==> src/rtl/b32enc_pkg.sv <==
`timescale 1ns / 1ps
package b32enc_pkg;

	// Default limits
	localparam int PREFIX_MAX_DEF = 83;
	localparam int STRING_MAX_DEF = 90;

	// Checksum geometry
	localparam int ACC_W   = 30;
	localparam int SUM_LEN = 6;
	localparam int CNT_W   = 3;
	localparam logic [ACC_W-1:0] ACC_INIT = 30'h0000_0001;

	// Action codes
	localparam logic [1:0] ACT_PREFIX = 2'd0;
	localparam logic [1:0] ACT_VALUE  = 2'd1;
	localparam logic [1:0] ACT_FINISH = 2'd2;

	// Status codes
	localparam logic [2:0] ST_OK      = 3'd0;
	localparam logic [2:0] ST_BADCHAR = 3'd1;
	localparam logic [2:0] ST_UPPER   = 3'd2;
	localparam logic [2:0] ST_EMPTY   = 3'd3;
	localparam logic [2:0] ST_PLONG   = 3'd4;
	localparam logic [2:0] ST_SLONG   = 3'd5;
	localparam logic [2:0] ST_BIG     = 3'd6;
	localparam logic [2:0] ST_ORDER   = 3'd7;

	// Separator character '1'
	localparam logic [6:0] SEP_CHAR = 7'h31;

	// Data alphabet, indexed by 5-bit value
	localparam logic [6:0] CHARSET [32] = '{
		7'h71, 7'h70, 7'h7a, 7'h72, 7'h79, 7'h39, 7'h78, 7'h38,
		7'h67, 7'h66, 7'h32, 7'h74, 7'h76, 7'h64, 7'h77, 7'h30,
		7'h73, 7'h33, 7'h6a, 7'h6e, 7'h35, 7'h34, 7'h6b, 7'h68,
		7'h63, 7'h65, 7'h36, 7'h6d, 7'h75, 7'h61, 7'h37, 7'h6c
	};

	// Accumulator operation
	typedef enum logic [2:0] {
		ACC_HOLD,
		ACC_STEP,
		ACC_PREFIX,
		ACC_REPLAY,
		ACC_VALUE,
		ACC_FINAL,
		ACC_SHIFT
	} acc_op_t;

	// Output register load source
	typedef enum logic [2:0] {
		EM_NONE,
		EM_ECHO,
		EM_SEP,
		EM_DATA,
		EM_ERR,
		EM_SUM
	} emit_t;

	// Controller to datapath commands
	typedef struct packed {
		logic    latch;
		acc_op_t acc_op;
		logic    store_low;
		logic    set_err;
		logic    set_data;
		logic    rd_start;
		logic    rd_next;
		logic    cnt_clr;
		logic    cnt_inc;
		emit_t   emit;
		logic    clear;
	} cmd_t;

	// Datapath to controller status
	typedef struct packed {
		logic [1:0] act;
		logic       chk_fail;
		logic       err_set;
		logic       in_data;
		logic       no_prefix;
		logic       rd_done;
		logic       cnt_last;
		logic       out_free;
	} sts_t;

	// One BCH polymod step: shift by one symbol and fold the top bits back
	function automatic logic [ACC_W-1:0] bch_step(input logic [ACC_W-1:0] c);
		logic [4:0]       top;
		logic [ACC_W-1:0] r;
		top = c[29:25];
		r   = {c[24:0], 5'b0};
		if (top[0]) r = r ^ 30'h3b6a57b2;
		if (top[1]) r = r ^ 30'h26508e6d;
		if (top[2]) r = r ^ 30'h1ea119fa;
		if (top[3]) r = r ^ 30'h3d4233dd;
		if (top[4]) r = r ^ 30'h2a1462b3;
		return r;
	endfunction

endpackage

==> src/rtl/b32enc_ram.sv <==
`timescale 1ns / 1ps
module b32enc_ram #(
	parameter int WIDTH = 5,
	parameter int DEPTH = 83,
	localparam int AW = (DEPTH > 1) ? $clog2(DEPTH) : 1
) (
	input  logic             clk,
	input  logic             we,
	input  logic [AW-1:0]    waddr,
	input  logic [WIDTH-1:0] wdata,
	input  logic [AW-1:0]    raddr,
	output logic [WIDTH-1:0] rdata
);

	logic [WIDTH-1:0] mem_q [DEPTH];

	// Write port
	always_ff @(posedge clk) begin
		if (we) begin
			mem_q[waddr] <= wdata;
		end
	end

	// Registered read port
	always_ff @(posedge clk) begin
		rdata <= mem_q[raddr];
	end

endmodule

==> src/rtl/b32enc_dp.sv <==
`timescale 1ns / 1ps
module b32enc_dp #(
	parameter int PREFIX_MAX = b32enc_pkg::PREFIX_MAX_DEF,
	parameter int STRING_MAX = b32enc_pkg::STRING_MAX_DEF
) (
	input  logic              clk,
	input  logic              arst_n,
	input  logic [1:0]        in_action,
	input  logic [7:0]        in_symbol,
	input  b32enc_pkg::cmd_t  cmd,
	output b32enc_pkg::sts_t  sts,
	input  logic              out_ready,
	output logic              out_valid,
	output logic [6:0]        out_char,
	output logic [2:0]        out_status,
	output logic              out_is_last
);

	localparam int PCW = $clog2(PREFIX_MAX + 1);
	localparam int SCW = $clog2(STRING_MAX + 1);
	localparam int AW  = (PREFIX_MAX > 1) ? $clog2(PREFIX_MAX) : 1;
	localparam int LW  = $clog2(PREFIX_MAX + STRING_MAX + 2 + b32enc_pkg::SUM_LEN + 1);
	localparam logic [LW-1:0]  OVH   = LW'(2 + b32enc_pkg::SUM_LEN);
	localparam logic [LW-1:0]  LIMIT = LW'(STRING_MAX);
	localparam logic [PCW-1:0] PMAX  = PCW'(PREFIX_MAX);
	localparam logic [b32enc_pkg::CNT_W-1:0] CNT_END = b32enc_pkg::CNT_W'(b32enc_pkg::SUM_LEN - 1);

	logic [1:0]                     act_q;
	logic [7:0]                     sym_q;
	logic [b32enc_pkg::ACC_W-1:0]   acc_q;
	logic [b32enc_pkg::ACC_W-1:0]   acc_step;
	logic [PCW-1:0]                 pcount_q;
	logic [SCW-1:0]                 vcount_q;
	logic                           in_data_q;
	logic [2:0]                     err_q;
	logic [PCW-1:0]                 ridx_q;
	logic [b32enc_pkg::CNT_W-1:0]   cnt_q;
	logic                           cnt_last;
	logic [AW-1:0]                  raddr;
	logic [4:0]                     rd_data;
	logic [2:0]                     chk_code;
	logic [LW-1:0]                  plen;
	logic [LW-1:0]                  vlen;
	logic                           out_valid_q;
	logic [6:0]                     out_char_q;
	logic [2:0]                     out_status_q;
	logic                           out_last_q;

	assign cnt_last = (cnt_q == CNT_END);
	assign plen     = LW'(pcount_q);
	assign vlen     = LW'(vcount_q);
	assign acc_step = b32enc_pkg::bch_step(acc_q);

	// Hold the accepted item
	always_ff @(posedge clk) begin
		if (cmd.latch) begin
			act_q <= in_action;
			sym_q <= in_symbol;
		end
	end

	// Check the held item against the string state, in priority order
	always_comb begin
		chk_code = b32enc_pkg::ST_OK;
		if (act_q == b32enc_pkg::ACT_PREFIX) begin
			if (in_data_q) begin
				chk_code = b32enc_pkg::ST_ORDER;
			end else if (sym_q < 8'h21 || sym_q > 8'h7e) begin
				chk_code = b32enc_pkg::ST_BADCHAR;
			end else if (sym_q >= 8'h41 && sym_q <= 8'h5a) begin
				chk_code = b32enc_pkg::ST_UPPER;
			end else if (pcount_q >= PMAX) begin
				chk_code = b32enc_pkg::ST_PLONG;
			end else if (plen + OVH > LIMIT) begin
				chk_code = b32enc_pkg::ST_SLONG;
			end
		end else if (act_q == b32enc_pkg::ACT_VALUE) begin
			if (pcount_q == '0) begin
				chk_code = b32enc_pkg::ST_EMPTY;
			end else if (plen + vlen + OVH > LIMIT) begin
				chk_code = b32enc_pkg::ST_SLONG;
			end else if (sym_q[7:5] != 3'b000) begin
				chk_code = b32enc_pkg::ST_BIG;
			end
		end
	end

	// Checksum accumulator
	always_ff @(posedge clk or negedge arst_n) begin
		if (!arst_n) begin
			acc_q <= b32enc_pkg::ACC_INIT;
		end else if (cmd.clear) begin
			acc_q <= b32enc_pkg::ACC_INIT;
		end else begin
			case (cmd.acc_op)
				b32enc_pkg::ACC_STEP:   acc_q <= acc_step;
				b32enc_pkg::ACC_PREFIX: acc_q <= acc_step ^ b32enc_pkg::ACC_W'(sym_q[7:5]);
				b32enc_pkg::ACC_REPLAY: acc_q <= acc_step ^ b32enc_pkg::ACC_W'(rd_data);
				b32enc_pkg::ACC_VALUE:  acc_q <= acc_step ^ b32enc_pkg::ACC_W'(sym_q[4:0]);
				b32enc_pkg::ACC_FINAL:  acc_q <= acc_step ^ b32enc_pkg::ACC_W'(cnt_last);
				b32enc_pkg::ACC_SHIFT:  acc_q <= {acc_q[24:0], 5'b0};
				default:                acc_q <= acc_q;
			endcase
		end
	end

	// String state: counts, phase and sticky error
	always_ff @(posedge clk or negedge arst_n) begin
		if (!arst_n) begin
			pcount_q  <= '0;
			vcount_q  <= '0;
			in_data_q <= 1'b0;
			err_q     <= b32enc_pkg::ST_OK;
		end else if (cmd.clear) begin
			pcount_q  <= '0;
			vcount_q  <= '0;
			in_data_q <= 1'b0;
			err_q     <= b32enc_pkg::ST_OK;
		end else begin
			if (cmd.store_low) begin
				pcount_q <= pcount_q + PCW'(1);
			end
			if (cmd.acc_op == b32enc_pkg::ACC_VALUE) begin
				vcount_q <= vcount_q + SCW'(1);
			end
			if (cmd.set_data) begin
				in_data_q <= 1'b1;
			end
			if (cmd.set_err) begin
				err_q <= chk_code;
			end
		end
	end

	// Replay read index and checksum symbol counter
	always_ff @(posedge clk or negedge arst_n) begin
		if (!arst_n) begin
			ridx_q <= '0;
			cnt_q  <= '0;
		end else begin
			if (cmd.rd_start) begin
				ridx_q <= PCW'(1);
			end else if (cmd.rd_next) begin
				ridx_q <= ridx_q + PCW'(1);
			end
			if (cmd.cnt_clr) begin
				cnt_q <= '0;
			end else if (cmd.cnt_inc) begin
				cnt_q <= cnt_q + b32enc_pkg::CNT_W'(1);
			end
		end
	end

	// Prefix low-bit store
	assign raddr = cmd.rd_start ? '0 : ridx_q[AW-1:0];

	b32enc_ram #(
		.WIDTH (5),
		.DEPTH (PREFIX_MAX)
	) u_low_ram (
		.clk   (clk),
		.we    (cmd.store_low),
		.waddr (pcount_q[AW-1:0]),
		.wdata (sym_q[4:0]),
		.raddr (raddr),
		.rdata (rd_data)
	);

	// Output register: load on emit, drop on transfer
	always_ff @(posedge clk or negedge arst_n) begin
		if (!arst_n) begin
			out_valid_q <= 1'b0;
		end else if (cmd.emit != b32enc_pkg::EM_NONE) begin
			out_valid_q <= 1'b1;
		end else if (out_ready) begin
			out_valid_q <= 1'b0;
		end
	end

	always_ff @(posedge clk) begin
		case (cmd.emit)
			b32enc_pkg::EM_ECHO: begin
				out_char_q   <= sym_q[6:0];
				out_status_q <= b32enc_pkg::ST_OK;
				out_last_q   <= 1'b0;
			end
			b32enc_pkg::EM_SEP: begin
				out_char_q   <= b32enc_pkg::SEP_CHAR;
				out_status_q <= b32enc_pkg::ST_OK;
				out_last_q   <= 1'b0;
			end
			b32enc_pkg::EM_DATA: begin
				out_char_q   <= b32enc_pkg::CHARSET[sym_q[4:0]];
				out_status_q <= b32enc_pkg::ST_OK;
				out_last_q   <= 1'b0;
			end
			b32enc_pkg::EM_ERR: begin
				out_char_q   <= 7'h00;
				out_status_q <= (err_q != b32enc_pkg::ST_OK) ? err_q : b32enc_pkg::ST_EMPTY;
				out_last_q   <= 1'b1;
			end
			b32enc_pkg::EM_SUM: begin
				out_char_q   <= b32enc_pkg::CHARSET[acc_q[29:25]];
				out_status_q <= b32enc_pkg::ST_OK;
				out_last_q   <= cnt_last;
			end
			default: begin
				out_char_q   <= out_char_q;
				out_status_q <= out_status_q;
				out_last_q   <= out_last_q;
			end
		endcase
	end

	assign out_valid   = out_valid_q;
	assign out_char    = out_char_q;
	assign out_status  = out_status_q;
	assign out_is_last = out_last_q;

	// Status to the controller
	assign sts.act       = act_q;
	assign sts.chk_fail  = (chk_code != b32enc_pkg::ST_OK);
	assign sts.err_set   = (err_q != b32enc_pkg::ST_OK);
	assign sts.in_data   = in_data_q;
	assign sts.no_prefix = (pcount_q == '0);
	assign sts.rd_done   = (ridx_q == pcount_q);
	assign sts.cnt_last  = cnt_last;
	assign sts.out_free  = !out_valid_q || out_ready;

endmodule

==> src/rtl/b32enc_ctrl.sv <==
`timescale 1ns / 1ps
module b32enc_ctrl (
	input  logic             clk,
	input  logic             arst_n,
	input  logic             in_valid,
	output logic             in_ready,
	input  b32enc_pkg::sts_t sts,
	output b32enc_pkg::cmd_t cmd
);

	typedef enum logic [7:0] {
		S_IDLE  = 8'b0000_0001,
		S_CHECK = 8'b0000_0010,
		S_RPL0  = 8'b0000_0100,
		S_RPL   = 8'b0000_1000,
		S_SEP   = 8'b0001_0000,
		S_DATA  = 8'b0010_0000,
		S_FIN   = 8'b0100_0000,
		S_SUM   = 8'b1000_0000
	} state_t;

	state_t state_q;
	state_t state_d;

	// State register
	always_ff @(posedge clk or negedge arst_n) begin
		if (!arst_n) begin
			state_q <= S_IDLE;
		end else begin
			state_q <= state_d;
		end
	end

	// Next state and commands
	always_comb begin
		state_d    = state_q;
		in_ready   = 1'b0;
		cmd        = '0;
		cmd.acc_op = b32enc_pkg::ACC_HOLD;
		cmd.emit   = b32enc_pkg::EM_NONE;
		unique case (state_q)
			S_IDLE: begin
				in_ready = 1'b1;
				if (in_valid) begin
					cmd.latch = 1'b1;
					state_d   = S_CHECK;
				end
			end
			S_CHECK: begin
				unique case (sts.act)
					b32enc_pkg::ACT_PREFIX: begin
						if (sts.err_set) begin
							state_d = S_IDLE;
						end else if (sts.chk_fail) begin
							cmd.set_err = 1'b1;
							state_d     = S_IDLE;
						end else if (sts.out_free) begin
							cmd.acc_op    = b32enc_pkg::ACC_PREFIX;
							cmd.store_low = 1'b1;
							cmd.emit      = b32enc_pkg::EM_ECHO;
							state_d       = S_IDLE;
						end
					end
					b32enc_pkg::ACT_VALUE: begin
						if (sts.err_set) begin
							state_d = S_IDLE;
						end else if (sts.chk_fail) begin
							cmd.set_err = 1'b1;
							state_d     = S_IDLE;
						end else if (!sts.in_data) begin
							state_d = S_RPL0;
						end else begin
							state_d = S_DATA;
						end
					end
					b32enc_pkg::ACT_FINISH: begin
						if (sts.err_set || sts.no_prefix) begin
							if (sts.out_free) begin
								cmd.emit  = b32enc_pkg::EM_ERR;
								cmd.clear = 1'b1;
								state_d   = S_IDLE;
							end
						end else if (!sts.in_data) begin
							state_d = S_RPL0;
						end else begin
							cmd.cnt_clr = 1'b1;
							state_d     = S_FIN;
						end
					end
					default: begin
						state_d = S_IDLE;
					end
				endcase
			end
			// Separator position: one bare step, start reading the prefix
			S_RPL0: begin
				cmd.acc_op   = b32enc_pkg::ACC_STEP;
				cmd.rd_start = 1'b1;
				state_d      = S_RPL;
			end
			// Fold one stored low part per cycle
			S_RPL: begin
				cmd.acc_op = b32enc_pkg::ACC_REPLAY;
				if (sts.rd_done) begin
					state_d = S_SEP;
				end else begin
					cmd.rd_next = 1'b1;
				end
			end
			S_SEP: begin
				if (sts.out_free) begin
					cmd.emit     = b32enc_pkg::EM_SEP;
					cmd.set_data = 1'b1;
					if (sts.act == b32enc_pkg::ACT_VALUE) begin
						state_d = S_DATA;
					end else begin
						cmd.cnt_clr = 1'b1;
						state_d     = S_FIN;
					end
				end
			end
			S_DATA: begin
				if (sts.out_free) begin
					cmd.acc_op = b32enc_pkg::ACC_VALUE;
					cmd.emit   = b32enc_pkg::EM_DATA;
					state_d    = S_IDLE;
				end
			end
			// Six padding steps, final constant folded on the last
			S_FIN: begin
				cmd.acc_op = b32enc_pkg::ACC_FINAL;
				if (sts.cnt_last) begin
					cmd.cnt_clr = 1'b1;
					state_d     = S_SUM;
				end else begin
					cmd.cnt_inc = 1'b1;
				end
			end
			// Emit checksum symbols from the top of the accumulator
			S_SUM: begin
				if (sts.out_free) begin
					cmd.emit   = b32enc_pkg::EM_SUM;
					cmd.acc_op = b32enc_pkg::ACC_SHIFT;
					if (sts.cnt_last) begin
						cmd.clear = 1'b1;
						state_d   = S_IDLE;
					end else begin
						cmd.cnt_inc = 1'b1;
					end
				end
			end
			default: begin
				state_d = S_IDLE;
			end
		endcase
	end

endmodule

==> src/rtl/bech32_string_encoder.sv <==
// Streaming bech32 string encoder. Feed the human-readable prefix one ASCII
// byte at a time (action 0), then 5-bit data values (action 1), then finish
// (action 2); the block echoes the prefix, emits the separator and one
// charset character per value, and ends with six checksum characters, the
// last flagged is_last. Any error is sticky and reported by a single
// result with out_char 0 and the error status at finish. Items are taken one
// at a time: a prefix character is checked and echoed, a data value checked
// and encoded; the first data value (or a finish with no data) replays the
// stored prefix characters through the checksum, and a finish runs padding
// steps and emits the checksum, all extended by output stalls. The pace is
// set by the single checksum step unit, one step per cycle unless an output
// stall holds it, and by the one read port of the prefix store during replay. A
// result waiting in the output register does not block the next input transfer.
`timescale 1ns / 1ps
module bech32_string_encoder #(
	parameter int PREFIX_MAX = b32enc_pkg::PREFIX_MAX_DEF,
	parameter int STRING_MAX = b32enc_pkg::STRING_MAX_DEF
) (
	input  logic       clk,
	input  logic       arst_n,
	input  logic       in_valid,
	output logic       in_ready,
	input  logic [1:0] action,
	input  logic [7:0] symbol,
	output logic       out_valid,
	input  logic       out_ready,
	output logic [6:0] out_char,
	output logic [2:0] status,
	output logic       is_last
);

	b32enc_pkg::cmd_t cmd;
	b32enc_pkg::sts_t sts;

	b32enc_ctrl u_ctrl (
		.clk      (clk),
		.arst_n   (arst_n),
		.in_valid (in_valid),
		.in_ready (in_ready),
		.sts      (sts),
		.cmd      (cmd)
	);

	b32enc_dp #(
		.PREFIX_MAX (PREFIX_MAX),
		.STRING_MAX (STRING_MAX)
	) u_dp (
		.clk         (clk),
		.arst_n      (arst_n),
		.in_action   (action),
		.in_symbol   (symbol),
		.cmd         (cmd),
		.sts         (sts),
		.out_ready   (out_ready),
		.out_valid   (out_valid),
		.out_char    (out_char),
		.out_status  (status),
		.out_is_last (is_last)
	);

endmodule

==> config.mk <==
export PLATFORM = sky130hd
export DESIGN_NAME = bech32_string_encoder
export DESIGN_NICKNAME = d
export VERILOG_FILES = /design/src/rtl/b32enc_pkg.sv /design/src/rtl/b32enc_ram.sv /design/src/rtl/b32enc_dp.sv /design/src/rtl/b32enc_ctrl.sv /design/src/rtl/bech32_string_encoder.sv
export SDC_FILE = /design/constraint.sdc
export NUM_CORES = 1
export LEC_CHECK = 0
export ABC_CLOCK_PERIOD_IN_PS = 5020
export BUFFER_PORTS_ARGS = -buffer_cell sky130_fd_sc_hd__buf_2
export CAP_MARGIN = 15
export CELL_PAD_IN_SITES_DETAIL_PLACEMENT = 2
export CELL_PAD_IN_SITES_GLOBAL_PLACEMENT = 2
export CORE_ASPECT_RATIO = 0.9
export CORE_MARGIN = 5
export CORE_UTILIZATION = 45
export DETAILED_ROUTE_END_ITERATION = 8
export PLACE_DENSITY = 0.8
export SYNTH_ARGS = -nofsm -noshare
export SYNTH_HDL_FRONTEND = slang
export SYNTH_SLANG_ARGS = --single-unit
==> constraint.sdc <==
create_clock -name clk -period 5.02 [get_ports clk]
set_clock_uncertainty 0.05 [all_clocks]
set_input_delay 1.004 -clock clk [delete_from_list [all_inputs] [get_ports clk]]
set_output_delay 1.004 -clock clk [all_outputs]
set_load 0.01 [all_outputs]
After elaboration in Yosys (flattened, before gate mapping)

Memory sizes are Yosys's and may differ from the RTL's. A register that Yosys moved wholly into a read port is not among the register bits.
Cells that the tools add are included.

Equal/unequal tests: 29
Bitwise gates (word level): 11
Muxes and demuxes: 99
Reductions and logical operators: 25
Add/sub/neg operators: 7
Magnitude comparators: 9

Operators by type and width:

| kind                | number |
|---|---|
| $pmux 30 s6         | 1 |
| $mux 30             | 5 |
| $mux 7              | 13 |
| $mux 8              | 11 |
| $pmux 8 s8          | 1 |
| $mux 3              | 20 |
| $xor 30x5->30       | 2 |
| $pmux 7 s5          | 1 |
| $xor 30x1->30       | 1 |
| $xor 30x3->30       | 1 |
| $mux 29             | 1 |
| $mux 1              | 25 |
| $gt 8x7->1 const B  | 3 |
| $pmux 8 s3          | 1 |
| $add 7x1->7 const B | 3 |
| $eq 3x3->1 const B  | 6 |
| $not 18->18         | 1 |
| $pmux 3 s6          | 1 |
| $not 17->17         | 1 |
| $mux 4              | 4 |
| $not 16->16         | 1 |
| $reduce_bool 2->1   | 8 |
| $reduce_bool 3->1   | 5 |
| $not 14->14         | 1 |
| 43 further kinds    | 63 |

Input bits: 14
Bits in writable memories: 415
ROM bits: 448
Memories: 3
Register bits after elaboration: 88

Memory list:

| name                 | depth | width | read ports | clocked after memory_dff | write ports | line             | source |
|---|---|---|---|---|---|---|---|
| u_dp.u_low_ram.mem_q | 83    | 5     | 1          | 1                        | 1           | b32enc_ram.sv:15 | `logic [WIDTH-1:0] mem_q [DEPTH];` |
| (name not given)     | 32    | 7     | 1          | 0                        | 0           | b32enc_dp.sv:193 | `out_char_q <= b32enc_pkg::CHARSET[sym_q[4:0]];` |
| (name not given)     | 32    | 7     | 1          | 0                        | 0           | b32enc_dp.sv:203 | `out_char_q <= b32enc_pkg::CHARSET[acc_q[29:25]];` |

Depth between registers and ports, before layout

Gate-level depths: netlist of run 1.

Depth after elaboration: 16
Depth in mapped cells: 13
Depth with buffers taken out: 12

Modules after synthesis

From an unflattened synthesis of run 1, not the netlist that was laid out.

Cells, all modules: 1608
Area, all modules: 22978.3 um^2

By module, submodules not included:

| module      | area an instance (um^2) | cells an instance | sequential area each (um^2) | times used |
|---|---|---|---|---|
| b32enc_ram  | 16722.3                 | 875               | 12562.0                     | 1 |
| b32enc_dp   | 5347.6                  | 619               | 2108.3                      | 1 |
| b32enc_ctrl | 908.4                   | 114               | 201.4                       | 1 |

Worst setup path before layout of run 1

OpenSTA, ideal clock, no wires.

Path kind: flip-flop to flip-flop
Start point: reg u_dp.sym_q[2]
End point: mem u_dp.u_low_ram.mem_q[36][0] (enable)
Stages on the path, launching flop included: 9
Path buffers: 1
Data arrival time: 3497 ps
Slack: 1133 ps
Clock period less this slack: 3887 ps
Data required time: 4630 ps
Cell sequence: edfxtp_1 > or4_4 > o211ai_1 > a31o_2 > a31o_2 > nor4b_2 > buf_2 > nand3_1 > nor2_1

Word-level cells in the longest chain between the ends: 13

RTL lines:

| item                                     | line              | source |
|---|---|---|
| start, declared                          | b32enc_dp.sv:29   | `logic [7:0] sym_q;` |
| start signal, assigned                   | b32enc_dp.sv:58   | `sym_q <= in_symbol;` |
| $ge 8x7->1 or $le 8x7->1 (tied branches) | b32enc_dp.sv:70   | `end else if (sym_q >= 8'h41 && sym_q <= 8'h5a) begin` |
| $logic_and 1x1->1                        | b32enc_dp.sv:70   |  |
| $mux 3                                   | b32enc_dp.sv:70   |  |
| $mux 3 (*)                               | b32enc_dp.sv:68   | `end else if (sym_q < 8'h21 \|\| sym_q > 8'h7e) begin` |
| $mux 3 (*)                               | b32enc_dp.sv:66   | `if (in_data_q) begin` |
| $mux 3 (*)                               | b32enc_dp.sv:65   | `if (act_q == b32enc_pkg::ACT_PREFIX) begin` |
| $reduce_bool 3->1 (*)                    | b32enc_dp.sv:222  | `assign sts.chk_fail = (chk_code != b32enc_pkg::ST_OK);` |
| $mux 4 (*)                               | b32enc_ctrl.sv:54 | `end else if (sts.chk_fail) begin` |
| $mux 5 (*)                               | b32enc_ctrl.sv:52 | `if (sts.err_set) begin` |
| $mux 4 (*)                               | b32enc_ctrl.sv:50 | `unique case (sts.act)` |
| $mux 2 (*)                               | b32enc_ctrl.sv:41 | `unique case (state_q)` |
| $mux 1 (*)                               | b32enc_ram.sv:19  | `if (we) begin` |
| $mux 1 (implied by the code) (*)         | b32enc_ram.sv:20  | `mem_q[waddr] <= wdata;` |
| end, declared                            | b32enc_ram.sv:15  |  |

Mark *: on every way between the ends. The rest lies on a longest branch, timed or not.

Worst setup path in the final report of run 1

Start point: reg u_dp.pcount_q[3]
End point: mem u_dp.u_low_ram.mem_q[25][3] (enable)

Word-level cells in the longest chain between the ends: 15

RTL lines:

| item                                                 | line             | source |
|---|---|---|
| start, declared                                      | b32enc_dp.sv:32  | `logic [PCW-1:0] pcount_q;` |
| start signal, assigned                               | b32enc_dp.sv:121 | `pcount_q <= pcount_q + PCW'(1);` |
| branches (longest 15 deep; another with $add 7x7->8) | --               |  |

Parallel ways; which one is timed is not known.

==> flow_summary.toml, run 1 <==
[cts]
htree_levels = 2
clk_latency_ps = 620
root_buffer = "clkbuf_16"
cts_setup_buffers = 0
cts_buffer_depth = 3
cts_tree = "yes"
numCtsBuffers = 54
ctsResizeCount = 0
cts_sinks = 508
clk_pin_slew_ps = 60
postCtsHoldBufs = 0

[synthesis]
synth-main-ff-cell = "edfxtp_1"
synth_top_area_share_pct = 56.86
syn_inst = 1865
ys_seq_area_share_pct = 64.59
syn_nets = 1908
synthArstFlopShare_pct = 13.19
synth-edff-count = 436
synth.distinct_cells = 89
ys_ff_latch = 508
yosys-top-cells-area = "edfxtp_1 (57%), dfrtp_1 (7.1%), nor2_1 (3.7%)"
yosysMostFrequentCell = "edfxtp_1"
synth_warnings = 0
yosysTopAreaCell = "edfxtp_1"
synth_area_per_cell_um2 = 12.35
synth_common_cells = "edfxtp_1 (436), nor2_1 (230), nand2_1 (211), a21oi_1 (100), o21ai_0 (90)"
syn-cell-area_um2 = 23030

[flow_run]
cap_violations = 0

[final_layout]
fin_nets = 1911
final_cells = 2592
final_util_pct = 50.79
syn_to_final_growth_pct = 11.50
drive_above_1_share_pct = 11.72
diodes = 0

[place]
gp_congestion = 0.8486
dp.final_hpwl_um = 51280
port_buffers = 26
dp.cells = 2491

[sta]
worst_slew_pin_slew_ps = 1101
setup_tns_ps = 0
final_max_slew_viol_count = 0
period_needed_ps = 4354
rsz0062_at_grt = "no"
setup_viol = 0
post-route-period-util_pct = 86.74
hold_viol = 0
slew_headroom_pct = 26.34
fmax_mhz = 229.7

[detailed_routing]
first_iter_violations = 1514
dr.pass1.iters = 5
ant_nets = 0
via_count = 16274
drc = 0
viasPerCell = 6.279
routed_wl_um = 78700
wl_per_cell_um = 30.36

[pwr]
p_sw_share_pct = 32.15
p_leak_nw = 8.954
power_frac_clock_pct = 33.3
power.density_nw_per_um2 = 479.5
total_power_mw = 12.31
worst_ir_drop_vdd_mv = 0.3257
p_int_mw = 8.353
combPwrFrac_pct = 23.6
pwr-share-seq_pct = 43.0
p_sw_mw = 3.958

[die]
die_h_um = 224.6
die_w_um = 248.4
std_cell_rows = 78
top_level_ports = 27
design.die.area_um2 = 55800
coreArea_um2 = 50550
start_util_pct = 45.55

[worst_setup_path]
critPathKind = "reg -> reg"
critPathSlowestCell = "nand2_1"
cp.required_ps = 5220
rrSetupSlack_ps = 670
worst_setup_path_end_kind = "flip-flop"
startpoint_type = "flip-flop"
arrival_ps = 4560
critical_path.max_fanout = 11
cpPeakStageDelay_ps = 700
cp_top_family = "simple AND/OR/NAND/NOR gates"
cp_num_buf_inv = 1
crit_path_cell_trace = "inv_1, ha_1, nand3b_1, o21bai_1, and2_1, a31o_2, or3b_4, nor3_2, nand2_1, nor2_1"

[global_route]
grt_pass1_vias = 17743
antenna_found_initial = 0
grt_pass1_wl_um = 118300
grt_usage_pct = 27.69
gr-total-overflow = 0
grt_max_degree = 74

[status]
outcome = "completed"

[min_path]
hp-class = "in -> async"
[state kept, by name, summed over array words and instances, names as in the netlist]
name	cells
u_dp.out_char	7
u_ctrl.state_q	8
u_dp.err_q	3
u_dp.u_low_ram.mem_q	415
u_dp.pcount_q	7
u_dp.sym_q	8
u_dp.in_data_q	1
u_dp.out_valid	1
u_dp.vcount_q	7
u_dp.out_is_last	1
u_dp.cnt_q	3
u_dp.u_low_ram.rdata	5
u_dp.ridx_q	7
u_dp.act_q	2
u_dp.acc_q	30
u_dp.out_status	3
[metrics by stage]
step	worst slack (ps)	cell area, µm²	hold WS, ps
2_1_floorplan	1133	23030	405.3
3_5_place_dp	738.2	23870	451.1
3_3_place_gp	968.2	23870	428.6
4_1_cts	733.9	25660	480.7
6_report	665.8	25670	476.4
5_1_grt	511.9	25670	507.6
[cell usage in the layout (no fill, tap or decap), types with 7 or more instances in the layout]
cell / n
a211oi_1: 31
a21o_1: 33
a21oi_1: 99
a221o_1: 7
a221oi_1: 15
a32oi_1: 7
and2_1: 8
and3_1: 27
buf_2: 25
buf_4: 35
clkbuf_1: 7
clkbuf_16: 54
clkinv_1: 9
clkinv_2: 11
dfrtp_1: 62
edfxtp_1: 436
ha_1: 28
inv_1: 27
mux2_2: 34
mux2i_1: 27
mux4_2: 14
nand2_1: 211
nand3_1: 38
nand3b_1: 7
nand4_1: 24
nor2_1: 230
nor2b_1: 14
nor3_1: 19
o211ai_1: 7
o21ai_0: 90
o221ai_1: 10
o22ai_1: 15
xnor2_1: 46
xor2_1: 35
[cells by family after synthesis]
logic type / share of synthesized area, %
fa+ha+maj: 1.608
mux: 4.206
flops: 64.59
compound gates: 11.43
xor+xnor: 3.081
simple gates: 12.49
buf+inv: 2.597
[final cells by class]
type,instances,area (µm²)
Clock buffer,65,1433
Clock inverter,35,355.3
Fill cell,4895,24880
Inverter,28,105.1
Multi-Input combinational cell,1212,7590
Sequential cell,508,14880
Tap cell,680,850.8
Timing Repair Buffer,64,462.9
[metal layers]
layer,vias up,global-route usage (%),wire length [µm]
met1,8589,36.83,33140
met3,147,3.896,4297
met5,-,0,0
li1,6945,-,-
met4,0,8.649,2386
met2,593,47.68,38870
[final timing paths]
kind,cells after the start,start,end
max,10,u_dp.pcount_q[3]$_DFFE_PN0P_,u_dp.u_low_ram.mem_q[25][3]$_DFFE_PP_
min,1,arst_n,u_dp.acc_q[19]$_DFFE_PN0P_
max reg2reg,10,u_dp.pcount_q[3]$_DFFE_PN0P_,u_dp.u_low_ram.mem_q[25][3]$_DFFE_PP_
min reg2reg,2,u_dp.err_q[0]$_DFFE_PN0P_,u_dp.err_q[0]$_DFFE_PN0P_
max in group asynchronous,1,arst_n,u_dp.ridx_q[0]$_DFFE_PN0P_
min in group clk,2,u_dp.err_q[0]$_DFFE_PN0P_,u_dp.err_q[0]$_DFFE_PN0P_
[power groups by stage]
stage	clock [mW]	combinational, mW	sequential (mW)
after global placement	0	2.64	5.35
after floorplan	0	1.97	5.24
after detailed placement	0	2.81	5.37
after global routing	4.35	3.11	5.32
final	4.11	2.91	5.30
after CTS	4.16	2.89	5.29
Power figures use the tool's default switching activity.
==> run 2, diff against run 1 <==
--- a/config.mk
+++ b/config.mk
@@ -11,10 +11,11 @@
 export CELL_PAD_IN_SITES_DETAIL_PLACEMENT = 2
 export CELL_PAD_IN_SITES_GLOBAL_PLACEMENT = 2
 export CORE_ASPECT_RATIO = 0.9
-export CORE_MARGIN = 5
+export CORE_MARGIN = 2
 export CORE_UTILIZATION = 45
 export DETAILED_ROUTE_END_ITERATION = 8
 export PLACE_DENSITY = 0.8
+export RECOVER_POWER = 50
 export SYNTH_ARGS = -nofsm -noshare
 export SYNTH_HDL_FRONTEND = slang
 export SYNTH_SLANG_ARGS = --single-unit
==> flow_summary.toml, run 2 (synthesis gave the netlist of run 1 again) <==
[die]
die_h_um = 218.6
design.die.area_um2 = 53000
top_level_ports = 27
start_util_pct = 45.64
die_w_um = 242.4
coreArea_um2 = 50460
std_cell_rows = 78

[cts]
cts_tree = "yes"
postCtsHoldBufs = 0
cts_buffer_depth = 3
numCtsBuffers = 53
root_buffer = "clkbuf_16"
htree_levels = 2
ctsResizeCount = 0
clk_latency_ps = 620
cts_setup_buffers = 0
cts_sinks = 508
clk_pin_slew_ps = 60

[final_layout]
final_area_um2 = 25560
largest_reg_flops = 415
diodes = 0
final_cell_mix = "edfxtp_1 (436), nor2_1 (230), nand2_1 (211), a21oi_1 (99), o21ai_0 (90)"
syn_to_final_growth_pct = 11.00
top_register = "u_dp.u_low_ram.mem_q"
fin_nets = 1906
reg_top3 = "u_dp.u_low_ram.mem_q x415, u_dp.acc_q x30"
drive_above_1_share_pct = 10.53
final_common_cell = "edfxtp_1"

[worst_setup_path]
worstSetupStartpoint = "u_dp.sym_q[2]$_DFFE_PP_"
r2r_cells = 7
critPathKind = "reg -> reg"
crit_path_cell_trace = "buf_4, clkbuf_1, nor2_1, o211ai_1, a31oi_1, nor3_1, a21oi_1"
rr_endpoint = "u_dp.out_char[2]$_DFFE_PP_"
cp-endpoint = "u_dp.out_char[2]$_DFFE_PP_"
critical_path.max_fanout = 59
cp_top_family = "buffers and inverters"
worst_setup_path_end_kind = "flip-flop"
rrSetupSlack_ps = 470
startpoint_type = "flip-flop"
cp.required_ps = 5300
cp_num_buf_inv = 2
r2r-start = "u_dp.sym_q[2]$_DFFE_PP_"
arrival_ps = 4830
cp_num_cells = 7
critPathSlowestCell = "clkbuf_1"
cpPeakStageDelay_ps = 2430

[detailed_routing]
dr.pass1.iters = 5
routed_wl_um = 77670
drc = 0
wl_per_cell_um = 30.01
first_iter_violations = 1719
ant_nets = 0
via_count = 16149
viasPerCell = 6.240

[sta]
rsz0062_at_grt = "no"
setup_viol = 0
fmax_mhz = 219.9
slew_headroom_pct = -151.4
period_needed_ps = 4547
setup_tns_ps = 0
worst_slew_pin_slew_ps = 3771
hold_viol = 0
post-route-period-util_pct = 90.57
final_max_slew_viol_count = 354
hold_slack_ps = 484.0

[place]
dp.final_hpwl_um = 48650
gp_congestion = 0.8243
place_area_um2 = 23850
port_buffers = 26

[status]
violations = "capacitance limit, slew limit"
outcome = "complete, but fails checks"

[flow_run]
cap_violations = 6

[global_route]
gr-total-overflow = 0
grt_pass1_vias = 17197
antenna_found_initial = 1
grt_max_degree = 89
grt_pass1_wl_um = 116300
grt_usage_pct = 29.50

[pwr]
p_leak_nw = 8.846
power.density_nw_per_um2 = 479.7
total_power_mw = 12.26
worst_ir_drop_vdd_mv = 0.3416

[min_path]
hp-class = "reg -> reg"
-- run 2: cell types whose count changed in the layout (fill, tap and decap cells not counted), sizes merged --
| cell | delta |
|---|---|
| clkbuf | +19 |
| buf | -27 |
| inv | -3 |
| clkinv | +3 |
| clkinvlp | +4 |
-- run 2: how the worst min path moves through the flow --
stage | startpoint | endpoint | slack [ps] | depth (start not counted)
after floorplan | u_dp.err_q[0]$_DFFE_PN0P_ | u_dp.err_q[0]$_DFFE_PN0P_ | 410 | 2
final | u_dp.err_q[0]$_DFFE_PN0P_ | u_dp.err_q[0]$_DFFE_PN0P_ | 480 | 2
after global routing | symbol[3] | u_dp.sym_q[3]$_DFFE_PP_ | 500 | 1
after detailed placement | u_dp.err_q[0]$_DFFE_PN0P_ | u_dp.err_q[0]$_DFFE_PN0P_ | 460 | 2
after CTS | u_dp.err_q[0]$_DFFE_PN0P_ | u_dp.err_q[0]$_DFFE_PN0P_ | 490 | 2
after global placement | u_dp.err_q[0]$_DFFE_PN0P_ | u_dp.err_q[0]$_DFFE_PN0P_ | 440 | 2
-- run 2: power breakdown --
| group | internal, mW | switching [mW] | total, mW |
|---|---|---|---|
| sequential | 4.95 | 0.348 | 5.30 |
| clock | 2.32 | 1.78 | 4.11 |
| combinational | 1.06 | 1.79 | 2.85 |
| total | 8.34 | 3.92 | 12.3 |
-- run 2: layout make-up --
cell class | count | area, µm²
Clock buffer | 61 | 1409
Fill cell | 4863 | 24900
Inverter | 28 | 105.1
Clock inverter | 39 | 362.8
Tap cell | 680 | 850.8
Sequential cell | 508 | 14880
Multi-Input combinational cell | 1212 | 7575
Timing Repair Buffer | 60 | 379.1
-- run 2: through the flow --
| stage | setup slack [ps] | utilization [%] | cells |
|---|---|---|---|
| finish | 473.2 | 50.66 | 2588 |
| detailed placement | 549.3 | 47.27 | 2488 |
| global route | 217.2 | 50.66 | 2588 |
| CTS | 514.9 | 50.78 | 2588 |
| global placement | 869.8 | 47.27 | 2488 |
| floorplan | 1133 | - | 1865 |
-- run 2: metal layers --
metal,up-vias,global-route usage (%),part of all wire (%)
met5,-,0,0
met4,0,9.465,3.0
met3,141,4.421,6.3
met2,567,49.37,49
met1,8503,39.78,42
li1,6938,-,-
-- run 2: worst reg2reg max path, delay by kind of cell (launching register included) --
kind | cells | cell delay (ps)
buffers and inverters | 2 | 2850
AOI/OAI and AO/OA | 3 | 530
and+or+nand+nor | 2 | 460
DFF | 1 | 370
